==> config.mk <==
export PLATFORM = sky130hd
export DESIGN_NAME = fcc_queue
export DESIGN_NICKNAME = d
export VERILOG_FILES = /design/src/hdl/fcc_pkg.sv /design/src/hdl/fcc_queue.sv
export SDC_FILE = /design/constraint.sdc
export NUM_CORES = 1
export LEC_CHECK = 0
export ABC_CLOCK_PERIOD_IN_PS = 3900
export CAP_MARGIN = 25
export CORE_AREA = 2 2 138 86
export CTS_CLUSTER_SIZE = 16
export DETAILED_ROUTE_END_ITERATION = 16
export DIE_AREA = 0 0 140 88
export DONT_BUFFER_PORTS = 1
export HOLD_SLACK_MARGIN = 0.05
export PLACE_DENSITY = 0.66
export SYNTH_ARGS = -nofsm -noshare
export SYNTH_HDL_FRONTEND = slang
export SYNTH_SLANG_ARGS = --single-unit
export TNS_END_PERCENT = 20
==> constraint.sdc <==
create_clock -name clk -period 3.9 [get_ports clk]
set_clock_uncertainty 0.15 [all_clocks]
set_input_delay 0.78 -clock clk [delete_from_list [all_inputs] [get_ports clk]]
set_output_delay 0.78 -clock clk [all_outputs]
set_load 0.03 [all_outputs]
==> src/hdl/fcc_pkg.sv <==
// Shared types, codes and constants of the footprint collision checker.
package fcc_pkg;

  // Default sizes of the stores.
  localparam int DEF_HEADINGS      = 72;
  localparam int DEF_MAX_FOOTPRINT = 64;
  localparam int DEF_MAX_GRID_W    = 256;
  localparam int DEF_MAX_GRID_H    = 256;

  // Depth of the queue between front and back; a power of two.
  localparam int QDEPTH = 2;

  // Cell values that block a footprint.
  localparam logic [7:0] CELL_OCCUPIED = 8'd100;
  localparam logic [7:0] CELL_UNKNOWN  = 8'hFF;

  // Configuration register indexes.
  localparam logic [0:0] CFG_GRID_WIDTH  = 1'b0;
  localparam logic [0:0] CFG_GRID_HEIGHT = 1'b1;
  localparam logic [8:0] CFG_DIM_RESET   = 9'd256;

  typedef enum logic [1:0] {
    KIND_CELL   = 2'd0,
    KIND_OFFSET = 2'd1,
    KIND_LENGTH = 2'd2,
    KIND_QUERY  = 2'd3
  } kind_t;

  typedef enum logic [1:0] {
    ST_IDLE,
    ST_LEN,
    ST_WALK,
    ST_EMIT
  } state_t;

  // Address field of a queue entry: wide enough for a grid cell, a template
  // offset or a heading index.
  function automatic int ent_addr_width(int hdg, int fp, int gw, int gh);
    int ga;
    int oa;
    int ha;
    ga = $clog2(gw * gh);
    oa = $clog2(hdg * fp);
    ha = $clog2(hdg);
    ent_addr_width = (ga > oa) ? ((ga > ha) ? ga : ha) : ((oa > ha) ? oa : ha);
  endfunction

  // kind + addr + 16-bit data + two 16-bit positions
  function automatic int ent_width(int hdg, int fp, int gw, int gh);
    ent_width = 2 + ent_addr_width(hdg, fp, gw, gh) + 48;
  endfunction

endpackage

==> src/hdl/fcc_queue.sv <==
// Short FIFO between the front and the back.
module fcc_queue #(
  parameter int EW = 64
) (
  input  logic          clk,
  input  logic          rst_n,
  input  logic          wr_valid,
  output logic          wr_ready,
  input  logic [EW-1:0] wr_data,
  output logic          rd_valid,
  input  logic          rd_ready,
  output logic [EW-1:0] rd_data
);
  import fcc_pkg::*;

  localparam int PTR_W = (QDEPTH > 1) ? $clog2(QDEPTH) : 1;
  localparam int CNT_W = $clog2(QDEPTH + 1);

  logic [EW-1:0]    slot_r [QDEPTH];
  logic [PTR_W-1:0] wr_ptr_r, wr_ptr_nxt;
  logic [PTR_W-1:0] rd_ptr_r, rd_ptr_nxt;
  logic [CNT_W-1:0] cnt_r, cnt_nxt;
  logic             push, pop;

  assign wr_ready = int'(cnt_r) < QDEPTH;
  assign rd_valid = cnt_r != '0;
  assign rd_data  = slot_r[rd_ptr_r];
  assign push     = wr_valid && wr_ready;
  assign pop      = rd_valid && rd_ready;

  always_comb begin
    wr_ptr_nxt = push ? wr_ptr_r + 1'b1 : wr_ptr_r;
    rd_ptr_nxt = pop ? rd_ptr_r + 1'b1 : rd_ptr_r;
    cnt_nxt    = cnt_r;
    if (push && !pop) begin
      cnt_nxt = cnt_r + 1'b1;
    end else if (pop && !push) begin
      cnt_nxt = cnt_r - 1'b1;
    end
  end

  always_ff @(posedge clk) begin
    if (!rst_n) begin
      wr_ptr_r <= '0;
      rd_ptr_r <= '0;
      cnt_r    <= '0;
    end else begin
      wr_ptr_r <= wr_ptr_nxt;
      rd_ptr_r <= rd_ptr_nxt;
      cnt_r    <= cnt_nxt;
    end
  end

  always_ff @(posedge clk) begin
    if (push) begin
      slot_r[wr_ptr_r] <= wr_data;
    end
  end

endmodule

---- After elaboration in Yosys (flattened, before gate mapping) ----
Memory sizes are Yosys's and may differ from the RTL's. A register that Yosys moved wholly into a read port is not among the register bits.
Index checks and enable logic that the tools add are counted.
storage, ports and cells
  register bits after elaboration ......... 4
  output and inout bits ................... 66
  memories ................................ 1
  bits in writable memories ............... 128
  word-level logic and storage cells ...... 23
  input bits .............................. 68
cells by class
  order comparisons ....................... 1
  add/subtract/negate cells ............... 4
  muxes and demuxes ....................... 6
  reduce and logical (&&, ||, !) cells .... 8
memories
  memory  words  bits a word  rd ports  clocked after memory_dff  wr ports  RTL line         text
  slot_r  2      64           1         1                         1         fcc_queue.sv:19  logic [EW-1:0] slot_r [QDEPTH];
operator list
  operator                                           count
  logical AND 1 bit                                  4
  2-to-1 mux 1 bit                                   4
  2-to-1 mux 2 bit                                   2
  nonzero test 2 bit                                 2
  adder 1 bit (second input constant)                2
  adder 2 x 1 -> 2 bit (second input constant)       1
  logical NOT 1 bit                                  2
  < comparator 2 bit (second input constant)         1
  subtractor 2 x 1 -> 2 bit (second input constant)  1

---- Depth between registers and ports, before layout ----
  depth after elaboration ................. 6
  mapped depth ............................ 5
  gate-level depth less buffers ........... 5

---- Worst setup path after synthesis ----
No wires, ideal clock.
  path kind ............................... input port to flip-flop
  start ................................... input port wr_valid
  end ..................................... memory slot_r[1][0], enable pin
  arrival ................................. 2.534 ns
  stages .................................. 2
  path slack .............................. 0.787 ns
  required time ........................... 3.321 ns
  library setup time ...................... 0.429 ns
  buffers on the path ..................... 0
  cell sequence ........................... nor2b_1 and2_1
on the way
  longest elaborated chain between the ends .. 3
RTL lines
  what                                    RTL line         text
  start: declaration                      fcc_queue.sv:7   input logic wr_valid,
  logical AND 1 bit                       fcc_queue.sv:28  assign push = wr_valid && wr_ready;
  2-to-1 mux 1 bit                        fcc_queue.sv:55  if (push) begin
  2-to-1 mux 1 bit (not written as such)  fcc_queue.sv:56  slot_r[wr_ptr_r] <= wr_data;
  end: declaration                        fcc_queue.sv:19
Every way passes these cells.

==> metrics.cfg <==
[floorplanning]
io_pins=134
die_x_um=140
dieArea_um2=12300
die_y_um=88
core-area_um2=11100
initial_utilization=0.439
placementRows=30

[cells_and_area]
area_delta_synth_final_pct=16.6
final_cell_count_no_fill=394
final_layout_size_suffix_gt1_frac=0.400
num_antenna_cells=0
nNetsFinal=306

[clock_tree]
clk_latency_ps=390
numCtsBuffers=17
cts_max_path_buffers=2
htreeDepth=4
hold_buffers=0
postCtsSetupBuffers=0
cts_tree=yes
cts_root_buf=clkbuf_16
cts_sinks=133
ctsResizeCount=0
cts.clk_slew.worst_paths_ps=60

[sta]
hold_viol=0
final_max_slew_viol_count=0
tightestPinTransition_ps=787
holdWs_ps=325
relSlewSlack=0.476
rsz0062_at_grt=no
post-route-period-util=0.756
setup_viol=0
fin_ws_ps=950
fin_crit_ps=2950
timing.fmax_mhz=339
finalSetupTns_ps=0

[routing]
viasPerCell=5.08
first_iter_violations=122
ant_nets=0
wl_per_cell_um=20.1
wl_um=7910
first_pass_iters=11
vias=2001
drc=10

[yosys]
syn-num-nets=291
syn-mean-instance-area_um2=21.9
yosys_register_bits=133
yosys.area.top_type=edfxtp_1
yosys_warnings=0
synth_top_cell_area_share=0.790
ys_types=18
ys_top_cells_by_area=edfxtp_1 79%, mux2_2 15%, dfxtp_1 2.1%
synth.yosys.seq_area_share=0.811
synth_cells=222
synth_area_um2=4860

[setup_path]
path_class=reg -> out
path_max_fanout=34
cp-end-kind=primary output
start_kind=register
crit_arrival_ps=2020
crit_required_ps=2970

[pwr]
power.density_nw_per_um2=819
p_leak_nw=1.86
p_total_w=0.00465
vdd_drop_max_mv=0.388

[placement]
portBuffers=0
place_congestion=0.678
place_inst=362
dpl.hpwl_um=4920
pre_cts_slack_ps=1300

[global_route]
grt_max_degree=36
grt_overflow_total=0
grt.total_usage=0.136
first_global_vias=2132
antenna_found_initial=0
grt_pass1_wl_um=11900

[job]
drv_cap=0

[status]
violations=DRC
status=finished with violations

[hold_path]
hold_path.class=in -> reg

[cell type report]
class | instances | area [um^2]
Clock buffer | 19 | 433
Clock inverter | 13 | 206
Fill cell | 876 | 5400
Inverter | 1 | 3.75
Multi-Input combinational cell | 81 | 845
Sequential cell | 133 | 3950
Tap cell | 144 | 180
Timing Repair Buffer | 3 | 60.1
[where the power goes]
part           switching (W)  leakage, nW  internal [W]
clock               0.000559        0.309       0.00113
combinational       0.000749        0.312      0.000312
sequential         0.0000908         1.24       0.00180
[metal layers]
layer	up-vias	GRT usage	wire length, um
met2	103	0.198	3440
li1	907	-	-
met1	984	0.154	3140
met4	0	0.0661	80
met3	7	0.0962	1260
met5	-	0	0
[worst paths after layout]
path,startpoint,endpoint,slack (ps),cells after the start
worst max-delay path,register,rd_data[63],950,2
worst min-delay path,wr_data[25],slot_r[0][25],320,0
worst max register to register,cnt_r[1],slot_r[0][19],1780,3
worst min register to register,cnt_r[1],cnt_r[1],390,2
[critical path, stage by stage, from the launching register on]
cell and delay (ps):
dfxtp_2 840, buf_12 300, mux2_2 470
[kinds of logic after synthesis]
family          share of synthesized area
buf+inv                            0.0162
simple gates                       0.0118
mux                                 0.148
fa+ha+maj                         0.00257
flops                               0.811
xor+xnor                          0.00540
compound gates                    0.00514
[metrics by stage]
step | area (um^2) | util
after global routing | 5670 | 0.512
after CTS | 5670 | 0.512
after floorplan | 4860 | -
after global placement | 5030 | 0.455
final | 5670 | 0.512
after detailed placement | 5030 | 0.455
[cells in the mapped netlist]
| cell | instances |
|---|---|
| buf_4 | 1 |
| dfxtp_1 | 5 |
| inv_1 | 1 |
| o21a_1 | 1 |
| mux2_2 | 64 |
| and2b_1 | 1 |
| and2_1 | 4 |
| o21ai_0 | 1 |
| edfxtp_1 | 128 |
| xor2_1 | 1 |
| nor2b_1 | 2 |
| buf_6 | 6 |
| ha_1 | 1 |
| o21ai_1 | 1 |
| xnor2_1 | 2 |
| a21boi_1 | 1 |
| or3_1 | 1 |
| or2_2 | 1 |
[placed cells by master (no fill, tap or decap)]
master and count:
clkbuf_1 2, inv_1 1, o21a_1 1, nor2b_1 2, or2_2 1, clkinvlp_4 1
xor2_1 1, or3_1 1, dfxtp_2 1, and2_2 1, clkinv_4 4, mux2_2 64
ha_1 1, o21ai_1 1, and2_1 3, xnor2_1 2, edfxtp_1 128, o21ai_0 1
and2b_2 1, clkinv_2 2, clkbuf_16 17, dfxtp_1 4, a21boi_1 1, buf_12 3
bufinv_16 5, clkinv_1 1
[flip-flops by register name, summed over array words and instances, names as in the netlist, named ones only]
register and count:
rd_ptr_r 1, slot_r 128, wr_ptr_r 1, cnt_r 2
No activity file was read; power rests on OpenSTA's default activity.
