[src/hdl/fcc_pkg.sv]
// Shared types, codes and constants of the footprint collision checker.
package fcc_pkg;

  // Default sizes of the stores.
  localparam int DEF_HEADINGS      = 72;
  localparam int DEF_MAX_FOOTPRINT = 64;
  localparam int DEF_MAX_GRID_W    = 256;
  localparam int DEF_MAX_GRID_H    = 256;

  // Depth of the queue between front and back; a power of two.
  localparam int QDEPTH = 2;

  // Cell values that block a footprint.
  localparam logic [7:0] CELL_OCCUPIED = 8'd100;
  localparam logic [7:0] CELL_UNKNOWN  = 8'hFF;

  // Configuration register indexes.
  localparam logic [0:0] CFG_GRID_WIDTH  = 1'b0;
  localparam logic [0:0] CFG_GRID_HEIGHT = 1'b1;
  localparam logic [8:0] CFG_DIM_RESET   = 9'd256;

  typedef enum logic [1:0] {
    KIND_CELL   = 2'd0,
    KIND_OFFSET = 2'd1,
    KIND_LENGTH = 2'd2,
    KIND_QUERY  = 2'd3
  } kind_t;

  typedef enum logic [1:0] {
    ST_IDLE,
    ST_LEN,
    ST_WALK,
    ST_EMIT
  } state_t;

  // Address field of a queue entry: wide enough for a grid cell, a template
  // offset or a heading index.
  function automatic int ent_addr_width(int hdg, int fp, int gw, int gh);
    int ga;
    int oa;
    int ha;
    ga = $clog2(gw * gh);
    oa = $clog2(hdg * fp);
    ha = $clog2(hdg);
    ent_addr_width = (ga > oa) ? ((ga > ha) ? ga : ha) : ((oa > ha) ? oa : ha);
  endfunction

  // kind + addr + 16-bit data + two 16-bit positions
  function automatic int ent_width(int hdg, int fp, int gw, int gh);
    ent_width = 2 + ent_addr_width(hdg, fp, gw, gh) + 48;
  endfunction

endpackage

[src/hdl/fcc_front.sv]
// Front end: accepts items, decodes the heading, checks ranges, builds queue entries.
module fcc_front #(
  parameter int HEADINGS      = fcc_pkg::DEF_HEADINGS,
  parameter int MAX_FOOTPRINT = fcc_pkg::DEF_MAX_FOOTPRINT,
  parameter int MAX_GRID_W    = fcc_pkg::DEF_MAX_GRID_W,
  parameter int MAX_GRID_H    = fcc_pkg::DEF_MAX_GRID_H,
  parameter int EW = fcc_pkg::ent_width(HEADINGS, MAX_FOOTPRINT, MAX_GRID_W, MAX_GRID_H)
) (
  input  logic               in_valid,
  output logic               in_ready,
  input  logic [1:0]         in_kind,
  input  logic signed [15:0] in_pos_x,
  input  logic signed [15:0] in_pos_y,
  input  logic signed [7:0]  in_cell_value,
  input  logic [15:0]        in_heading_angle,
  input  logic [6:0]         in_template_heading,
  input  logic [5:0]         in_template_slot,
  input  logic signed [7:0]  in_offset_x,
  input  logic signed [7:0]  in_offset_y,
  input  logic [6:0]         in_template_length,
  output logic               q_valid,
  input  logic               q_ready,
  output logic [EW-1:0]      q_data
);
  import fcc_pkg::*;

  localparam int AW     = ent_addr_width(HEADINGS, MAX_FOOTPRINT, MAX_GRID_W, MAX_GRID_H);
  localparam int HP_W   = $clog2(HEADINGS + 1);
  localparam int PROD_W = 16 + HP_W;
  localparam int LEN_W  = $clog2(MAX_FOOTPRINT + 1);

  typedef struct packed {
    kind_t              kind;
    logic [AW-1:0]      addr;
    logic [15:0]        data;
    logic signed [15:0] pos_x;
    logic signed [15:0] pos_y;
  } qent_t;

  qent_t             ent;
  logic              keep;
  logic [PROD_W-1:0] prod;
  logic [HP_W-1:0]   hdg;
  logic [LEN_W-1:0]  len_sat;

  always_comb begin
    // heading index = floor(angle * HEADINGS / 65536), clamped
    prod = PROD_W'(in_heading_angle) * PROD_W'(HEADINGS);
    hdg  = prod[PROD_W-1:16];
    if (int'(hdg) >= HEADINGS) begin
      hdg = HP_W'(HEADINGS - 1);
    end
    len_sat = (int'(in_template_length) > MAX_FOOTPRINT) ? LEN_W'(MAX_FOOTPRINT)
                                                         : LEN_W'(in_template_length);
    ent       = '0;
    ent.kind  = kind_t'(in_kind);
    ent.pos_x = in_pos_x;
    ent.pos_y = in_pos_y;
    keep      = 1'b0;
    unique case (kind_t'(in_kind))
      KIND_CELL: begin
        // drop writes that fall outside the store
        keep = (int'(in_pos_x) >= 0) && (int'(in_pos_x) < MAX_GRID_W) &&
               (int'(in_pos_y) >= 0) && (int'(in_pos_y) < MAX_GRID_H);
        ent.addr = AW'(int'(in_pos_y) * MAX_GRID_W + int'(in_pos_x));
        ent.data = {8'd0, in_cell_value};
      end
      KIND_OFFSET: begin
        keep = (int'(in_template_heading) < HEADINGS) &&
               (int'(in_template_slot) < MAX_FOOTPRINT);
        ent.addr = AW'(int'(in_template_heading) * MAX_FOOTPRINT + int'(in_template_slot));
        ent.data = {in_offset_y, in_offset_x};
      end
      KIND_LENGTH: begin
        keep     = int'(in_template_heading) < HEADINGS;
        ent.addr = AW'(in_template_heading);
        ent.data = 16'(len_sat);
      end
      KIND_QUERY: begin
        keep     = 1'b1;
        ent.addr = AW'(hdg);
      end
    endcase
  end

  assign in_ready = q_ready;
  assign q_valid  = in_valid && keep;
  assign q_data   = ent;

endmodule

[config.mk]
export PLATFORM = sky130hd
export DESIGN_NAME = fcc_front
export DESIGN_NICKNAME = d
export VERILOG_FILES = /design/src/hdl/fcc_pkg.sv /design/src/hdl/fcc_front.sv
export SDC_FILE = /design/constraint.sdc
export NUM_CORES = 1
export LEC_CHECK = 0
export BUFFER_PORTS_ARGS = -buffer_cell sky130_fd_sc_hd__buf_2
export CORE_UTILIZATION = 40
export DETAILED_ROUTE_END_ITERATION = 10
export GPL_TIMING_DRIVEN = 0
export PLACE_DENSITY = 0.86
export SYNTH_ARGS = -nofsm -noshare
export SYNTH_HDL_FRONTEND = slang
export SYNTH_SLANG_ARGS = --single-unit
[constraint.sdc]
create_clock -name vclk -period 7.1
set_input_delay 1.42 -clock vclk [all_inputs]
set_output_delay 1.42 -clock vclk [all_outputs]
set_load 0.05 [all_outputs]
# Word level (Yosys, flattened, before mapping)
# Cells that the tools add are included.
# op_classes
n_mul,1
div,0
n_mux,5
n_eq_ne,3
bitwise,0
shift,0
n_lt_le_gt_ge,7
n_addsub,2
reduce_logical,6
# ops
operator,n
16-bit one-hot mux with 4 select lines,1
16-bit one-hot mux with 3 select lines,1
"16-bit by 1-bit greater-or-equal comparator with 1-bit output, second input constant",2
"16-bit by 10-bit < comparator with 1-bit output, second input constant",2
"16-bit by 4-bit multiplier with 20-bit output, second input constant",1
16-bit adder,1
13-bit by 6-bit adder with 14-bit output,1
7-bit two-way mux,2
"7-bit greater-or-equal comparator, second input constant",1
"7-bit greater-than comparator, second input constant",1
"7-bit < comparator, second input constant",1
"2-bit equality test, second input constant",2
1-bit logical AND,4
1-bit one-hot mux with 3 select lines,1
"2-bit by 1-bit equality test with 1-bit output, second input constant",1
2-bit logical NOT,1
2-bit OR reduction,1
# totals
ff_bits,0
output_inout_bits,68
mem_bits_rw,0
rom_bits,0
input_bits,96
word_cells,24
latchBits,0
n_memories,0

# Logic depth before layout (Yosys ltp)
# Gate-level depths: netlist of the first run.
# logic_depth
depth_word,6
ltp_mapped,10
mapped_depth_nobuf,10

# Least setup slack after synthesis of the first run
# No wires, ideal clock.
# synth_timing
path_type,input to output
startpoint,in in_heading_angle[5]
endpoint,out q_data[52]
slack_ps,1920
required_time_ps,5680
path_buffers,0
arrival_time_ps,3760
stages,9
path_cell_list,ha_1 > ha_1 > a211oi_2 > nand3b_2 > a211oi_1 > o31ai_2 > nand2_1 > nand3_1 > a2bb2oi_1
# synth_via
elab_chain_len,4
# synth_rtl
element,line,text
start: declaration,fcc_front.sv:15,"input logic [15:0] in_heading_angle,"
16-bit by 4-bit multiplier with 20-bit output *,fcc_front.sv:48,prod = PROD_W'(in_heading_angle) * PROD_W'(HEADINGS);
7-bit greater-or-equal comparator,fcc_front.sv:50,if (int'(hdg) >= HEADINGS) begin
7-bit two-way mux *,fcc_front.sv:50,
16-bit one-hot mux with 4 select lines *,fcc_front.sv:60,unique case (kind_t'(in_kind))
end: declaration,fcc_front.sv:23,output logic [EW-1:0] q_data
# Mark *: on every way between the ends. The rest lies on a longest branch, timed or not.

# Worst setup path in the final report of the first run
# layout_timing
startpoint,in in_heading_angle[9]
endpoint,out q_data[49]
# Same word-level chain as after synthesis.

==> reports/qor.txt, run 1 <==
Startpoint type of the worst setup path = input pin
Unrepaired setup endpoints after global routing = no
Data required time of the critical path = 5.68 ns
Transition time at the pin with the least slew margin = 0.4775 ns
Antenna violation net count after detailed routing = 0
First-pass GRT wire length = 8735 um
IO Pins = 164
Number of DRC violations after detailed routing = 0
Maximum resistive drop on vdd = 0.05813 mV
Simple-gate share of the synthesized area = 20.07%
DR vias = 2332
Ordered list of cells on the worst path = buf_2, ha_1, ha_1, a21oi_1, a21oi_1, o21ai_0, nand3_1, xor2_1, nand2_1, a31oi_1, buf_2
Largest cells by area after synthesis = sky130_fd_sc_hd__ha_1 26%, sky130_fd_sc_hd__buf_4 15%, sky130_fd_sc_hd__nor2_1 4.5%
Multiplexer share of the synthesized area = 0%
Post-DR vias/cell = 5.205
Placeable core region = 4086 um2
Iteration-0 DRC count of the detailed router = 82
Fraction of the core area covered by cells at the end of the flow = 64.21%
Max transition margin = 68.17%
Storage cell area = 0 um2
Post-synthesis xor/xnor area fraction = 6.022%
Number of flip-flops and latches = 0
Detailed-routing iteration count for the pre-antenna-repair pass = 4
Total power per unit cell area = 107.0 nW/um2
Share of final-layout standard cells stronger than drive strength 1 = 52.26%
Element type at the critical path end = output pin
Result of the run = finished, final reports clean
Horizontal extent of the die = 68.06 um
Shortest clock period the worst path allows after layout = 5.156 ns
Combinational family with the most area after synthesis = compound AO/OA/AOI/OAI gates
Antenna Diode Count = 0
Total setup violations reported at the end of the flow = 0
Cts-stage hold buffer count = 0
Chip Height = 68.06 um
Cell count after synthesis = 235
Post-Syn Area = 1745 um2
Fin crit share = 72.61%
Drt wl/cell = 13.18 um
Maximum capacitance violations = 0
Post-synthesis compound-gate area fraction = 27.31%
Area occupied by multi-input gates = 1403 um2
Detailed-placement wirelength estimate = 5318 um
Area added between synthesis and finish = 50.32%
Pin count of the biggest net entering global routing = 11
Static Leakage = 0.001512 uW
Final count of pins violating max slew = 0
YS warnings = 0
Global-route usage over all layers = 23.99%
Row Count = 23
Distinct cell type count of the synthesized netlist = 45
Commonest cells after routing, fill and taps aside = 164 x sky130_fd_sc_hd__buf_2, 36 x sky130_fd_sc_hd__buf_4, 36 x sky130_fd_sc_hd__ha_1
Adder-cell area share of the yosys netlist = 26.95%
GP Congestion = 0.9052
Die Area = 4631 um2
Vias in the first global route = 2035
Syn Area/Cell = 7.427 um2
Count of nets after finishing = 533
Final count of hold timing violations = 0
Seq/Total Area, Yosys = 0%
Initial core utilization = 42.71%
Post-synth top area cell = sky130_fd_sc_hd__ha_1
Arr. time, crit path = 3.74 ns
Count of instances resized after the clock tree is built = 0
Class of the tightest hold or removal check = input pin to output pin
Filler Cells Inserted = 382
Clkbuf count = 0
Count of buffers added by post-CTS timing repair for setup = 0
Setup TNS after final layout = 0 ns
Category of the most critical setup path = input pin to output pin
Overflow after GRT = 0
Critical-path top delay cell = sky130_fd_sc_hd__ha_1
Syn Nets = 368
Final Routed Wirelength = 5906 um
Leading cell type in the layout, fill and taps excluded = sky130_fd_sc_hd__buf_2
Antenna violations before repair = 0
Highest clock frequency the design can meet = 194.0 MHz
Critical path peak fanout = 5
Delay of the slowest cell on the worst path = 0.36 ns
Fraction of post-synthesis cell area in the top cell type by area = 25.81%
Number of port buffers = 163
metrics by stage:
stage / cell area, um2 / total power [uW] / setup WS (ns) / hold slack (ns) / instances
floorplan: 1745 / 203.0 / 1.920 / 3.007 / 235
global placement: 2624 / 273.6 / 2.055 / 3.142 / 448
detailed placement: 2624 / 279.7 / 1.981 / 3.149 / 448
CTS: 2624 / 280.8 / 1.973 / 3.149 / 448
global route: 2624 / 303.5 / 1.738 / 3.162 / 448
finish: 2624 / 280.7 / 1.944 / 3.148 / 448
where the power goes:
part,internal [uW],switching [uW]
combinational,98.0,183
sequential,0,0
clock,0,0
layer usage:
metal / vias to the layer above / global-route usage, % / part of all wire, %
met2: 102 / 42.65 / 50
met4: 0 / 5.729 / 2.2
li1: 1165 / - / -
met5: - / 0 / 0
met3: 12 / 2.500 / 7.0
met1: 1053 / 30.46 / 41
area by class of cell:
| type | instances | area share (%) |
|---|---|---|
| inverter | 6 | 0.8584 |
| buffer | 45 | 12.21 |
| timing repair buffer | 163 | 31.09 |
| multi-input combinational | 184 | 53.46 |
| tap | 50 | 2.384 |
worst max-delay path: cells and delay by family:
| family | cells | cell delay [ns] |
|---|---|---|
| AND/OR/NAND/NOR | 2 | 0.30 |
| XOR/XNOR | 1 | 0.28 |
| adder cells (fa/ha/maj) | 2 | 0.66 |
| AO/OA/AOI/OAI | 4 | 0.67 |
| buffers and inverters | 2 | 0.41 |
cells in the mapped netlist, types with 2 or more instances:
cell / count
sky130_fd_sc_hd__buf_6: 2
sky130_fd_sc_hd__buf_4: 36
sky130_fd_sc_hd__a2bb2oi_1: 3
sky130_fd_sc_hd__o21ai_1: 2
sky130_fd_sc_hd__o22ai_1: 2
sky130_fd_sc_hd__a222oi_1: 7
sky130_fd_sc_hd__nand2b_1: 3
sky130_fd_sc_hd__xor2_1: 8
sky130_fd_sc_hd__nand2_1: 17
sky130_fd_sc_hd__nand3_1: 8
sky130_fd_sc_hd__a21oi_1: 11
sky130_fd_sc_hd__and2_1: 8
sky130_fd_sc_hd__xnor2_1: 4
sky130_fd_sc_hd__nor2_1: 21
sky130_fd_sc_hd__a21o_1: 4
sky130_fd_sc_hd__ha_1: 36
sky130_fd_sc_hd__o21ai_0: 10
sky130_fd_sc_hd__inv_1: 6
sky130_fd_sc_hd__clkbuf_1: 5
sky130_fd_sc_hd__a221o_1: 3
sky130_fd_sc_hd__a211oi_1: 2
sky130_fd_sc_hd__a221oi_1: 4
sky130_fd_sc_hd__nor2b_1: 4
sky130_fd_sc_hd__a211oi_2: 2
sky130_fd_sc_hd__nand4_1: 3
sky130_fd_sc_hd__nor4_1: 4
sky130_fd_sc_hd__o21a_1: 2
worst paths after layout:
kind / start / end / slack [ns] / cells after the start
worst max-delay path: in_heading_angle[9] / q_data[49] / 1.94 / 11
worst min-delay path: q_ready / in_ready / 3.15 / 2
logic make-up (layout without fill, tap and decap cells):
| kind of cell | count (synthesis) | count (layout) |
|---|---|---|
| xor gates and xnor gates | 12 | 12 |
| and+or+nand+nor | 72 | 72 |
| adders and majority gates | 37 | 37 |
| buffers and inverters | 51 | 214 |
| AOI/OAI and AO/OA | 63 | 63 |
Note: power is estimated with default switching activity, not from simulation.
==> inputs of run 2 (changes only) <==
Settings changed: CORE_UTILIZATION 40 to 39, PLACE_DENSITY 0.86 to 0.85.
Clock period 7.1 ns to 4.8 ns, I/O delays scaled along.
==> reports/qor.txt, run 2 (synthesized netlist as in run 1, its figures left out) <==
Share of final-layout standard cells stronger than drive strength 1 = 52.26% (unchanged)
Post-DR vias/cell = 5.161 (-0.86%)
Combinational share of power = 100.0% (about the same)
Static Leakage = 0.001512 uW (unchanged)
P_int = 144.3 uW (+47%)
Storage cell area = 0 um2 (unchanged)
Highest clock frequency the design can meet = 235.8 MHz
Final count of hold timing violations = 0 (unchanged)
Overflow after GRT = 0 (unchanged)
Result of the run = finished, final reports clean
Detailed-routing iteration count for the pre-antenna-repair pass = 5 (+1)
Placeable core region = 4144 um2 (+1.4%)
Reported net switching power = 268.5 uW (+47%)
Proportion of power drawn by flip-flops and latches = 0% (unchanged)
Data required time of the critical path = 3.84 ns (-1.84 ns)
Switch share = 65.04% (about the same)
Final count of pins violating max slew = 0 (unchanged)
Antenna violation net count after detailed routing = 0 (unchanged)
Initial core utilization = 42.12% (-0.59 points)
Commonest cells after routing, fill and taps aside = 164 x sky130_fd_sc_hd__buf_2, 36 x sky130_fd_sc_hd__buf_4, 36 x sky130_fd_sc_hd__ha_1
Arr. time, crit path = 3.28 ns (-0.46 ns)
Startpoint type of the worst setup path = input pin
Antenna Diode Count = 0 (unchanged)
Number of port buffers = 163 (unchanged)
Category of the most critical setup path = input pin to output pin
Die Area = 4747 um2 (+2.5%)
Final Routed Wirelength = 5880 um (-0.44%)
Antenna violations before repair = 0 (unchanged)
Chip Height = 68.90 um (+1.2%)
Cts-stage hold buffer count = 0 (unchanged)
Iteration-0 DRC count of the detailed router = 71 (-13%)
Leading cell type in the layout, fill and taps excluded = sky130_fd_sc_hd__buf_2
Critical path peak fanout = 6 (+1)
Row Count = 23 (unchanged)
GP Congestion = 0.8513 (-6.0%)
Area added between synthesis and finish = 50.32% (unchanged)
Total setup violations reported at the end of the flow = 0 (unchanged)
DR vias = 2312 (-0.86%)
Power share of the clock group = 0% (unchanged)
Class of the tightest hold or removal check = input pin to output pin
Element type at the critical path end = output pin
Design area = 2624 um2 (unchanged)
Max transition margin = 67.33% (-0.84 points)
Horizontal extent of the die = 68.90 um (+1.2%)
Number of flip-flops and latches = 0 (unchanged)
Drt wl/cell = 13.13 um (-0.44%)
IO Pins = 164 (unchanged)
Maximum resistive drop on vdd = 0.08175 mV (+41%)
Count of nets after finishing = 533 (unchanged)
Unrepaired setup endpoints after global routing = no
Placed cell areas = 2624 um2 (unchanged)
Number of DRC violations after detailed routing = 0 (unchanged)
Count of instances resized after the clock tree is built = 0 (unchanged)
Fin crit share = 88.34%
Setup TNS after final layout = 0 ns (unchanged)
Transition time at the pin with the least slew margin = 0.4901 ns (+0.01261 ns)
Count of buffers added by post-CTS timing repair for setup = 0 (unchanged)
First-pass GRT wire length = 8487 um (-2.8%)
Total power per unit cell area = 157.3 nW/um2 (+47%)
Maximum capacitance violations = 0 (unchanged)
Global-route usage over all layers = 23.18% (-0.82 points)
Vias in the first global route = 2006 (-1.4%)
Pin count of the biggest net entering global routing = 11 (unchanged)
Detailed-placement wirelength estimate = 5233 um (-1.6%)
Clkbuf count = 0 (unchanged)
Shortest clock period the worst path allows after layout = 4.240 ns
[run 2: layer usage]
layer  up-vias  part of all wire, %  GRT usage (%)  wire [um]
met5         -                    0              0          0
met4         0                 0.39          2.806         23
met3         4                  9.0          1.974        528
met2       108                   51          44.90       3027
met1      1032                   39          27.86       2300
li1       1168                    -              -          -
[run 2: through the flow]
step	total power (uW)	std cells	util [%]	worst slack, ns	hold WS (ns)
2_1_floorplan	300.3	235	-	0.5402	2.087
3_3_place_gp	408.4	448	63.32	0.6065	2.223
3_5_place_dp	412.1	448	63.32	0.6131	2.223
4_1_cts	413.8	448	63.32	0.6023	2.223
5_1_grt	445.8	448	63.32	0.4571	2.233
6_report	412.8	448	63.32	0.5598	2.223
[run 2: worst paths after layout]
| kind | from | end | depth (start not counted) |
|---|---|---|---|
| max | in_heading_angle[14] | q_data[49] | 11 |
| min | q_ready | in_ready | 2 |
[run 2: layout make-up]
class	instances	area, um2
fillers	401	1520
multi-input cells	184	1403
repair buffers	163	815.8
plain buffers	45	320.3
well taps	50	62.56
inverters	6	22.52
[run 2: power by group through the flow]
stage | combinational, uW | sequential [uW] | clock, uW
floorplan | 300 | 0 | 0
global placement | 408 | 0 | 0
detailed placement | 412 | 0 | 0
CTS | 414 | 0 | 0
global route | 446 | 0 | 0
finish | 413 | 0 | 0
[run 2: critical path, cell delays in order]
cell	delay, ns
sky130_fd_sc_hd__buf_2	0.13
sky130_fd_sc_hd__ha_1	0.28
sky130_fd_sc_hd__ha_1	0.38
sky130_fd_sc_hd__nand3_1	0.10
sky130_fd_sc_hd__nor2_1	0.16
sky130_fd_sc_hd__o2111ai_1	0.16
sky130_fd_sc_hd__nand3_1	0.17
sky130_fd_sc_hd__xor2_1	0.29
sky130_fd_sc_hd__nand2_1	0.16
sky130_fd_sc_hd__a31oi_1	0.19
sky130_fd_sc_hd__buf_2	0.30
